`src/rtl/core/lfu_pkg.sv`:
```
// Package for the LFU cache with LRU tie-break.
// Holds the item and result types, the controller command and status structs and the codes.
// No dependencies.
package lfu_pkg;

  localparam logic OP_GET = 1'b0;
  localparam logic OP_PUT = 1'b1;

  localparam int CAP_REG_W = 5;
  localparam logic [CAP_REG_W-1:0] CAP_RESET = 5'd16;

  localparam logic REG_CAPACITY_IN_USE = 1'b0;

  typedef struct packed {
    logic               opcode;
    logic signed [31:0] lookup_key;
    logic signed [31:0] store_value;
  } req_t;

  typedef struct packed {
    logic               hit;
    logic signed [31:0] read_value;
    logic               evicted;
    logic signed [31:0] evicted_key;
  } rsp_t;

  typedef struct packed {
    logic latch;
    logic scan;
    logic decide;
    logic update;
  } ctrl_cmd_t;

  typedef struct packed {
    logic need_update;
  } ctrl_sts_t;

endpackage

```
`src/rtl/core/lfu_cache_with_lru_tiebreak_top.sv`:
```
// Top level of the LFU cache with LRU tie-break: APB register, controller and datapath.
// Depends on lfu_pkg, lfu_ctrl and lfu_dp.
//
// Usage: an item (get or put of a key) is accepted at a rising edge where start is high and
// busy is low. Each item gives exactly one result, shown on result for one cycle with done
// high; the receiver cannot stall it and must take it in that cycle.
// Each item first scans every entry of the entry memory, one entry per cycle, to find the
// key, the eviction victim and the lowest free slot. done is registered from the decision
// state that follows the scan, and the result is taken at the edge that ends the cycle in
// which done is high. A get that misses frees the block right after the decision. Every
// other item adds a second pass through the entry memory that rewrites recency ranks and
// use counts before busy falls. Both passes are paced by the single read port and single
// write port of the entry memory.
// The register capacity_in_use lies at byte address 0 and must be written only while busy
// is low; the block itself does not enforce this. Reset clears the valid bits at once, so
// the block can take an item right after reset; capacity_in_use returns to 16.
module lfu_cache_with_lru_tiebreak_top import lfu_pkg::*; #(
  parameter int CAPACITY    = 16,
  parameter int COUNT_WIDTH = 16
) (
  input  logic        clk,
  input  logic        rst,
  input  logic        start,
  output logic        busy,
  input  req_t        request,
  output logic        done,
  output rsp_t        result,
  input  logic        psel,
  input  logic        penable,
  input  logic        pwrite,
  input  logic [2:0]  paddr,
  input  logic [31:0] pwdata,
  output logic [31:0] prdata,
  output logic        pready
);

  localparam int IW    = (CAPACITY > 1) ? $clog2(CAPACITY) : 1;
  localparam int IDX_W = IW + 1;

  logic [CAP_REG_W-1:0] capacity_in_use;
  ctrl_cmd_t            cmd;
  ctrl_sts_t            sts;
  logic [IDX_W-1:0]     idx;

  assign pready = 1'b1;
  assign prdata = (paddr[2] == REG_CAPACITY_IN_USE) ? 32'(capacity_in_use) : '0;

  always_ff @(posedge clk) begin
    if (rst) begin
      capacity_in_use <= CAP_RESET;
    end else if (psel && penable && pwrite && pready && (paddr[2] == REG_CAPACITY_IN_USE)) begin
      capacity_in_use <= pwdata[CAP_REG_W-1:0];
    end
  end

  lfu_ctrl #(
    .CAPACITY (CAPACITY)
  ) u_ctrl (
    .clk   (clk),
    .rst   (rst),
    .start (start),
    .busy  (busy),
    .sts   (sts),
    .cmd   (cmd),
    .idx   (idx)
  );

  lfu_dp #(
    .CAPACITY    (CAPACITY),
    .COUNT_WIDTH (COUNT_WIDTH)
  ) u_dp (
    .clk             (clk),
    .rst             (rst),
    .request         (request),
    .capacity_in_use (capacity_in_use),
    .cmd             (cmd),
    .idx             (idx),
    .sts             (sts),
    .done            (done),
    .result          (result)
  );

endmodule

```
`src/rtl/core/lfu_ram.sv`:
```
// Generic single-write, single-read RAM with a registered read port.
// No dependencies.
module lfu_ram #(
  parameter int WIDTH = 32,
  parameter int DEPTH = 16,
  localparam int AW = (DEPTH > 1) ? $clog2(DEPTH) : 1
) (
  input  logic                   clk,
  input  logic                   we,
  input  logic [AW-1:0]          waddr,
  input  logic [WIDTH-1:0]       wdata,
  input  logic                   re,
  input  logic [AW-1:0]          raddr,
  output logic [WIDTH-1:0]       rdata
);

  logic [WIDTH-1:0] mem [DEPTH];

  always_ff @(posedge clk) begin
    if (we) begin
      mem[waddr] <= wdata;
    end
    if (re) begin
      rdata <= mem[raddr];
    end
  end

endmodule

```
`src/rtl/core/lfu_ctrl.sv`:
```
// Controller of the LFU cache: sequences the scan pass, the decision and the update pass.
// Depends on lfu_pkg.
module lfu_ctrl import lfu_pkg::*; #(
  parameter int CAPACITY = 16,
  localparam int IW    = (CAPACITY > 1) ? $clog2(CAPACITY) : 1,
  localparam int IDX_W = IW + 1
) (
  input  logic              clk,
  input  logic              rst,
  input  logic              start,
  output logic              busy,
  input  ctrl_sts_t         sts,
  output ctrl_cmd_t         cmd,
  output logic [IDX_W-1:0]  idx
);

  localparam logic [IDX_W-1:0] LAST = IDX_W'(CAPACITY);

  localparam logic [1:0] S_IDLE   = 2'd0;
  localparam logic [1:0] S_SCAN   = 2'd1;
  localparam logic [1:0] S_DECIDE = 2'd2;
  localparam logic [1:0] S_UPDATE = 2'd3;

  logic [1:0]       state, state_next;
  logic [IDX_W-1:0] idx_next;

  assign busy = (state != S_IDLE);

  always_comb begin
    state_next = state;
    idx_next   = idx;
    cmd        = '0;
    unique case (state)
      S_IDLE: begin
        if (start) begin
          cmd.latch  = 1'b1;
          state_next = S_SCAN;
          idx_next   = '0;
        end
      end
      S_SCAN: begin
        cmd.scan = 1'b1;
        idx_next = idx + 1'b1;
        if (idx == LAST) begin
          state_next = S_DECIDE;
        end
      end
      S_DECIDE: begin
        cmd.decide = 1'b1;
        idx_next   = '0;
        state_next = sts.need_update ? S_UPDATE : S_IDLE;
      end
      S_UPDATE: begin
        cmd.update = 1'b1;
        idx_next   = idx + 1'b1;
        if (idx == LAST) begin
          state_next = S_IDLE;
        end
      end
      default: begin
        state_next = S_IDLE;
      end
    endcase
  end

  always_ff @(posedge clk) begin
    if (rst) begin
      state <= S_IDLE;
      idx   <= '0;
    end else begin
      state <= state_next;
      idx   <= idx_next;
    end
  end

endmodule

```
`src/rtl/core/lfu_dp.sv`:
```
// Datapath of the LFU cache: entry memory, valid bits, scan results and result register.
// Depends on lfu_pkg and lfu_ram.
module lfu_dp import lfu_pkg::*; #(
  parameter int CAPACITY    = 16,
  parameter int COUNT_WIDTH = 16,
  localparam int IW    = (CAPACITY > 1) ? $clog2(CAPACITY) : 1,
  localparam int IDX_W = IW + 1
) (
  input  logic                 clk,
  input  logic                 rst,
  input  req_t                 request,
  input  logic [CAP_REG_W-1:0] capacity_in_use,
  input  ctrl_cmd_t            cmd,
  input  logic [IDX_W-1:0]     idx,
  output ctrl_sts_t            sts,
  output logic                 done,
  output rsp_t                 result
);

  localparam int RANK_W = IW;
  localparam int OCC_W  = $clog2(CAPACITY + 1);
  localparam int CMP_W  = (OCC_W > CAP_REG_W) ? OCC_W : CAP_REG_W;
  localparam logic [IDX_W-1:0] LAST = IDX_W'(CAPACITY);

  typedef struct packed {
    logic [31:0]            key;
    logic [31:0]            value;
    logic [COUNT_WIDTH-1:0] cnt;
    logic [RANK_W-1:0]      rank;
  } entry_t;

  localparam int ENTRY_W = $bits(entry_t);

  logic                   op;
  logic [31:0]            key;
  logic [31:0]            val;

  logic [CAPACITY-1:0]    valid;
  logic [OCC_W-1:0]       occ;

  logic                   proc_scan;
  logic                   proc_upd;
  logic [IW-1:0]          proc_idx;

  logic                   hit_found;
  logic [IW-1:0]          hit_idx;
  logic [RANK_W-1:0]      hit_rank;
  logic [31:0]            hit_val;
  logic                   vic_found;
  logic [IW-1:0]          vic_idx;
  logic [COUNT_WIDTH-1:0] vic_cnt;
  logic [RANK_W-1:0]      vic_rank;
  logic [31:0]            vic_key;
  logic                   free_found;
  logic [IW-1:0]          free_idx;

  logic [IW-1:0]          slot;
  logic [RANK_W-1:0]      pivot;
  logic                   bump_all;
  logic                   is_insert;

  logic                   rd_en;
  logic [ENTRY_W-1:0]     rd_word;
  entry_t                 rd;
  entry_t                 wr;

  logic [CMP_W-1:0]       cap_ext;
  logic [CMP_W-1:0]       eff_cap;
  logic                   full;
  logic                   rd_valid;
  rsp_t                   rsp_next;

  assign rd       = entry_t'(rd_word);
  assign rd_en    = (cmd.scan || cmd.update) && (idx != LAST);
  assign rd_valid = valid[proc_idx];

  lfu_ram #(
    .WIDTH (ENTRY_W),
    .DEPTH (CAPACITY)
  ) u_entries (
    .clk   (clk),
    .we    (proc_upd),
    .waddr (proc_idx),
    .wdata (ENTRY_W'(wr)),
    .re    (rd_en),
    .raddr (idx[IW-1:0]),
    .rdata (rd_word)
  );

  assign cap_ext = CMP_W'(capacity_in_use);

  always_comb begin
    priority if (cap_ext == '0) begin
      eff_cap = CMP_W'(1);
    end else if (cap_ext > CMP_W'(CAPACITY)) begin
      eff_cap = CMP_W'(CAPACITY);
    end else begin
      eff_cap = cap_ext;
    end
  end

  assign full            = (CMP_W'(occ) >= eff_cap);
  assign sts.need_update = hit_found || (op == OP_PUT);

  always_comb begin
    rsp_next = '0;
    if (hit_found) begin
      rsp_next.hit = 1'b1;
      if (op == OP_GET) begin
        rsp_next.read_value = hit_val;
      end
    end else if ((op == OP_PUT) && full) begin
      rsp_next.evicted     = 1'b1;
      rsp_next.evicted_key = vic_key;
    end
  end

  always_comb begin
    wr = rd;
    if (proc_idx == slot) begin
      if (is_insert) begin
        wr.key   = key;
        wr.value = val;
        wr.cnt   = COUNT_WIDTH'(1);
        wr.rank  = '0;
      end else begin
        if (op == OP_PUT) begin
          wr.value = val;
        end
        if (rd.cnt != '1) begin
          wr.cnt = rd.cnt + 1'b1;
        end
        wr.rank = '0;
      end
    end else if (rd_valid && (bump_all || (rd.rank < pivot))) begin
      wr.rank = rd.rank + 1'b1;
    end
  end

  always_ff @(posedge clk) begin
    proc_idx <= idx[IW-1:0];
    if (cmd.latch) begin
      op  <= request.opcode;
      key <= request.lookup_key;
      val <= request.store_value;
    end
    if (proc_scan) begin
      if (rd_valid) begin
        if (!hit_found && (rd.key == key)) begin
          hit_idx  <= proc_idx;
          hit_rank <= rd.rank;
          hit_val  <= rd.value;
        end
        if (!vic_found || (rd.cnt < vic_cnt) ||
            ((rd.cnt == vic_cnt) && (rd.rank > vic_rank))) begin
          vic_idx  <= proc_idx;
          vic_cnt  <= rd.cnt;
          vic_rank <= rd.rank;
          vic_key  <= rd.key;
        end
      end else if (!free_found) begin
        free_idx <= proc_idx;
      end
    end
    if (cmd.decide) begin
      result <= rsp_next;
      if (hit_found) begin
        slot      <= hit_idx;
        pivot     <= hit_rank;
        bump_all  <= 1'b0;
        is_insert <= 1'b0;
      end else if (op == OP_PUT) begin
        is_insert <= 1'b1;
        if (full) begin
          slot     <= vic_idx;
          pivot    <= vic_rank;
          bump_all <= 1'b0;
        end else begin
          slot     <= free_idx;
          pivot    <= '0;
          bump_all <= 1'b1;
        end
      end
    end
  end

  always_ff @(posedge clk) begin
    if (rst) begin
      valid      <= '0;
      occ        <= '0;
      proc_scan  <= 1'b0;
      proc_upd   <= 1'b0;
      hit_found  <= 1'b0;
      vic_found  <= 1'b0;
      free_found <= 1'b0;
      done       <= 1'b0;
    end else begin
      proc_scan <= cmd.scan && (idx != LAST);
      proc_upd  <= cmd.update && (idx != LAST);
      done      <= cmd.decide;
      if (cmd.latch) begin
        hit_found  <= 1'b0;
        vic_found  <= 1'b0;
        free_found <= 1'b0;
      end
      if (proc_scan) begin
        if (rd_valid) begin
          if (rd.key == key) begin
            hit_found <= 1'b1;
          end
          vic_found <= 1'b1;
        end else begin
          free_found <= 1'b1;
        end
      end
      if (cmd.decide && !hit_found && (op == OP_PUT) && !full) begin
        valid[free_idx] <= 1'b1;
        occ             <= occ + 1'b1;
      end
    end
  end

endmodule

```
`config.mk`:
```
export PLATFORM = sky130hd
export DESIGN_NAME = lfu_cache_with_lru_tiebreak_top
export DESIGN_NICKNAME = d
export VERILOG_FILES = /design/src/rtl/core/lfu_pkg.sv /design/src/rtl/core/lfu_cache_with_lru_tiebreak_top.sv /design/src/rtl/core/lfu_ram.sv /design/src/rtl/core/lfu_ctrl.sv /design/src/rtl/core/lfu_dp.sv
export SDC_FILE = /design/constraint.sdc
export NUM_CORES = 2
export LEC_CHECK = 0
export ABC_AREA = 1
export ABC_CLOCK_PERIOD_IN_PS = 6200
export BUFFER_PORTS_ARGS = -buffer_cell sky130_fd_sc_hd__buf_2
export CAP_MARGIN = 20
export CORE_UTILIZATION = 40
export DETAILED_ROUTE_END_ITERATION = 10
export GPL_ROUTABILITY_DRIVEN = 0
export SYNTH_ARGS = -nofsm -noshare
export SYNTH_HDL_FRONTEND = slang
export SYNTH_SLANG_ARGS = --single-unit
export TNS_END_PERCENT = 30
```
`constraint.sdc`:
```
create_clock -name clk -period 6.2 [get_ports clk]
set_input_delay 0.31 -clock clk [delete_from_list [all_inputs] [get_ports clk]]
set_output_delay 0.31 -clock clk [all_outputs]
set_load 0.005 [all_outputs]
```
Yosys cells after proc, flatten, opt, wreduce, memory -nomap -nowiden
Memory sizes are Yosys's and may differ from the RTL's. A register that Yosys moved wholly into a read port is not among the register bits.
Index checks and enable logic that the tools add are counted.
Widths: inputs -> output; s select.
Storage, ports and cells
  register bits: 284
  bits in writable memories: 1344
  input port bits: 106
  output and inout bits: 101
  word-level logic and storage cells: 146
  memories kept: 1
Cells by class
  $add $sub $neg: 4
  $lt $le $gt $ge: 8
  equal/unequal tests: 12
  muxes and demuxes: 50
  bitwise logic cells: 6
  reductions and logical operators: 34
Memories
  u_dp.u_entries.mem: depth 16, bits a word 84, rd ports 1, clocked after Yosys merged registers in 1, write ports 1, RTL line lfu_ram.sv:17  | logic [WIDTH-1:0] mem [DEPTH];
Operators with widths (count)
  $mux 32: 3
  $mux 80: 1
  $mux 33: 2
  $mux 52: 1
  $eq 32x32->1: 1
  $mux 4: 8
  $mux 1: 22
  $mux 5: 4
  $add 16x1->16 const B: 1
  $eq 16x16->1: 1
  $lt 16x16->1: 1
  $mux 16: 1
  $ne 16x16->1 const B: 1
  $or 16x16->16: 1
  $pmux 5 s3: 1
  $logic_and 1x1->1: 14
  $reduce_and 3->1: 4
  $add 5x1->5 const B: 2
  $lt 4x5->1 const B: 2
  $mux 2: 4
  $pmux 2 s4: 1
  $reduce_or 2->1: 3
  $eq 5x5->1 const B: 1
  $ge 5x5->1: 1
  20 further kinds: 33

Longest topological paths before layout
  depth after elaboration: 7
  mapped depth: 14
  mapped depth without buffers: 13

By module
A second synthesis with hierarchy kept.
Unflattened totals
  cell total of the unflattened synthesis: 6814
  area, all modules: 72702.2 um^2
Modules (own cells, without submodules)
  lfu_ram: instances 1, cells an instance 5517, area each 59824.9 um^2, seq. area each 42881.1 um^2
  lfu_dp: instances 1, cells an instance 1153, area each 11944.0 um^2, seq. area each 7857.5 um^2
  lfu_cache_with_lru_tiebreak_top: instances 1, cells an instance 76, area each 491.7 um^2, seq. area each 100.1 um^2
  lfu_ctrl: instances 1, cells an instance 68, area each 441.7 um^2, seq. area each 140.1 um^2

Least setup slack after synthesis
Ideal clock, no wire load.
  path type: register to register
  start: register u_ctrl.idx[0]
  end: register u_ctrl.state[1]
  library setup time: 0.132 ns
  arrival: 5.234 ns
  data required time: 6.068 ns
  path slack: 0.834 ns
  cell stages (with the launch flop): 12
  buffers on the path: 3
  clock period less this slack: 5.366 ns
  cell sequence: dfxtp_1 -> buf_4 -> inv_2 -> buf_2 -> buf_2 -> ha_1 -> nand4_1 -> inv_1 -> nor2_1 -> inv_1 -> nand3_1 -> a21oi_1
On the way
  longest elaborated chain between the ends: 3
  elaborated cells on any way between the ends: 4
  those cells by class: 3 x eq/ne; 1 x reduce/logical
Ends and longest elaborated chain
  start, declared: RTL line lfu_ctrl.sv:14  | output logic [IDX_W-1:0] idx
  start signal, assigned: RTL line lfu_ctrl.sv:72  | idx <= idx_next;
  $eq 5x5->1 *: RTL line lfu_ctrl.sv:44, lfu_ctrl.sv:56
  $ne 2x1->1 (no source line)
  $reduce_and 3->1 (no source line) *
  end signal, assigned: RTL line lfu_ctrl.sv:71  | state <= state_next;
  end, declared: RTL line lfu_ctrl.sv:24  | logic [1:0] state, state_next;
Mark *: on every way between the ends. The rest lies on a longest branch, timed or not.
A chain may end at the register's enable or synchronous reset.

Worst setup path in the final report
  start: register u_dp.proc_idx[0]
  end: memory u_dp.u_entries.mem[7][5] in the netlist's numbering, data pin
On the way
  longest elaborated chain between the ends: 2
Ends and longest elaborated chain
  start, declared: RTL line lfu_dp.sv:43  | logic [IW-1:0] proc_idx;
  start signal, assigned: RTL line lfu_dp.sv:141  | proc_idx <= idx[IW-1:0];
  $eq 4x4->1: RTL line lfu_dp.sv:120  | if (proc_idx == slot) begin
  $mux 80: RTL line lfu_dp.sv:120
  named net u_dp.u_entries.wdata[5]: RTL line lfu_ram.sv:11  | input logic [WIDTH-1:0] wdata,
  end, declared: RTL line lfu_ram.sv:17
The timed path passes the listed nets, and every way through them passes these cells.

==> summary.txt <==
ys async rst share: 0%
fmax: 282 MHz
Core Area: 165000 um^2
number of antenna violations at the first check in global routing: 2
Seq cells post-synth: 1712
Gate power share: 6.0%
CTS tree: built
post-synth cell types: 40
htree depth: 4
die width: 411 um
starting density of the core: 40.4%
post-synthesis xor/xnor area fraction: 0.262%
DP HPWL: 78700 um
Worst setup SP type: flip-flop
final setup fails: 0
Placed Instance Area: 70300 um^2
DP Worst Slack: 2.64 ns
Core Util, Final: 46.3%
Skew-Pair Late Insertion Delay: 0.81 ns
Leakage Power: 0.0258 uW
Area contributors post-synth: edfxtp_1 75%, o21ai_0 5.8%, nor2_1 4.6%
Initial DRC Count: 4426
# rows: 149
Vias: 41265
post-synthesis mux area share: 0%
CP Depth: 8
Worst path slowest cell: nor2_1
Setup Skew: 0.0270 ns
GRT Resource Usage Total: 19.7%
WL final: 169000 um
Final Max Slew Viols: 0
type of the worst min-delay path: in -> reg
hold depth: 4
die area: 169000 um^2
Switch Pwr: 5620 uW
most common cell after layout, fill and taps aside: edfxtp_1
Mapped Area: 66800 um^2
multi-input logic area: 13700 um^2
Final Worst Setup Slack: 2.65 ns
clock sinks: 1712
final-layout fill cell count: 14493
Die Height: 411 um
Ant. Diodes: 0
largest net degree at the start of global routing: 240
Synth top area share: 75.0%
period utilization: 57.2%
status: finished with violations
Relative slew margins: 24.7%
IO Pins: 207
layout cells sized above 1: 10.4%
pwr dens: 323 nW/um^2
CTS-repair resized insts: 0
area leader, netlist: edfxtp_1
minimum clock period: 3.55 ns
CP required: 6.67 ns
Via density: 5.43
combinational family with the most area after synthesis: compound AO/OA/AOI/OAI gates
Flop pwr share: 53.0%
ANT nets after route: 0
WS Path Type: reg -> reg
most frequent cells in the layout: 1669 x edfxtp_1, 801 x nor2_1, 764 x o21ai_0
Layout area overhead: 14.6%
Clock Pin Slew Worst Setup and Hold Paths: 0.06 ns
Worst R2R Start: u_dp.proc_idx[0]
RSZ-0062 raised after global routing: false
sw frac: 22.7%
worst-margin pin slew: 1.13 ns
hold_ws: 0.0686 ns
critical-path cell list: xor2_1, a21oi_1, nand2_2, inv_1, nand2_1, inv_1, o21ai_0, nor2_1
cell family with the largest share of critical-path delay: simple AND/OR/NAND/NOR gates
synthesized area per cell: 13.3 um^2
IR drop worst, VDD: 0.288 mV
drt drc: 17
Max Fanout on Critical Path: 21
CP Launch Point: u_dp.proc_idx[0]
vias in the first global route: 39415
Setup crit end kind: flip-flop
Max-cap violations: 0
GR peak layer: met2
Port-buffer cells: 149
TritonCTS Buffers: 171
setup TNS: 0 ns
Synth Area in Simple Gates: 8.82%
hold path startpoint: psel
drt pass-1 iters: 9
grt ovf: 0
Arrival @ worst endpoint: 4.02 ns
Mapped Cells: 5039
met2 Use GR: 32.0%
CP dominant cell by count: inv_1
Finished Cell Area: 76500 um^2
Final #Nets: 5416
Reg area: 51000 um^2
cell depth of the worst flop-to-flop path: 8
global-route met1 utilization: 27.7%
met3 Use GR: 2.96%
first-pass GRT wire length: 250000 um
total number of yosys warnings: 0
Routed WL per cell: 22.2 um
Main synth FF type: edfxtp_1
Max stage delay on crit path: 0.73 ns
CP bufs+invs: 2
post-synthesis sequential area ratio: 76.3%
failing checks: design-rule violations
Synth Area in Adders: 0.618%
complex-gate fraction of the synthesized area: 10.5%
clock power share: 41.0%
Post-synth EDFFs: 1669
Final Hold Fails: 0
Root Driver: clkbuf_16
Pint: 19100 uW
Longest Clk Path Bufs: 3
==> cell usage after synthesis, drive strengths merged, types with 17 or more instances <==
| master | n |
|---|---|
| a21oi | 40 |
| buf | 107 |
| clkbuf | 219 |
| dfxtp | 43 |
| edfxtp | 1669 |
| ha | 33 |
| inv | 238 |
| nand2 | 466 |
| nand3 | 167 |
| nor2 | 824 |
| nor3 | 30 |
| o211ai | 38 |
| o21a | 17 |
| o21ai | 770 |
| o221ai | 135 |
| o22ai | 205 |
==> final cells by class <==
type / count / share of cell area [%]
sequential: 1712 / 66.6
multi-input combinational: 2787 / 18.0
clock buffer: 210 / 5.82
tap: 2189 / 3.58
timing repair buffer: 365 / 3.50
clock inverter: 103 / 1.31
inverter: 240 / 1.20
==> metrics by stage <==
| step | cells | total power (uW) |
|---|---|---|
| 2_1_floorplan | 5065 | 14300 |
| 3_3_place_gp | 7214 | 14800 |
| 3_5_place_dp | 7215 | 14800 |
| 4_1_cts | 7602 | 24900 |
| 5_1_grt | 7606 | 25500 |
| 6_report | 7606 | 24700 |
==> metal layers <==
metal / vias to the layer above / wire length, um / part of all wire (%)
met5: - / 0 / 0
met4: 0 / 3540 / 2.1
met3: 228 / 10900 / 6.5
met2: 1461 / 79900 / 47
met1: 20707 / 74300 / 44
li1: 18869 / - / -
==> power by group through the flow <==
stage	sequential (uW)	clock [uW]	combinational [uW]
2_1_floorplan	13300	0	975
4_1_cts	13100	10300	1490
6_report	13100	10200	1480
3_5_place_dp	13300	0	1450
5_1_grt	13100	10800	1660
3_3_place_gp	13300	0	1410
==> logic make-up after synthesis <==
kind of cell               Yosys count
adders and majority gates           33
xor gates and xnor gates            20
DFF                               1712
AOI/OAI and AO/OA                 1211
other                                2
buffers and inverters              566
and+or+nand+nor                   1495
==> flip-flops by register name, indices dropped and copies added, names as in the netlist, 4 cells and up <==
register              flops
u_dp.vic_cnt             16
u_dp.hit_idx              4
u_dp.pivot                4
u_dp.result              66
u_dp.u_entries.mem     1344
u_dp.occ                  5
capacity_in_use           5
u_dp.vic_idx              4
u_dp.slot                 4
u_dp.vic_rank             4
u_dp.key                 32
u_ctrl.idx                5
u_dp.hit_rank             4
u_dp.val                 32
u_dp.hit_val             32
u_dp.vic_key             32
u_dp.proc_idx             4
u_dp.u_entries.rdata     84
u_dp.free_idx             4
u_dp.valid               16
==> worst min-delay path, cell delays in order <==
cell and delay (ns):
buf_2 0.07, and3_1 0.18, inv_1 0.11, a21oi_1 0.15
==> final timing paths <==
path | end | slack [ns]
max | u_dp.u_entries.mem[7][5] | 2.65
min | capacity_in_use[0] | 0.07
max reg2reg | u_dp.u_entries.mem[7][5] | 2.65
min reg2reg | u_dp.proc_idx[3] | 0.42
==> what timing repair did <==
item,CTS,global route
hold buffers,74,0
hold endpoints to repair,81,0
buffers inserted,0,0
No activity file was read; power rests on OpenSTA's default activity.
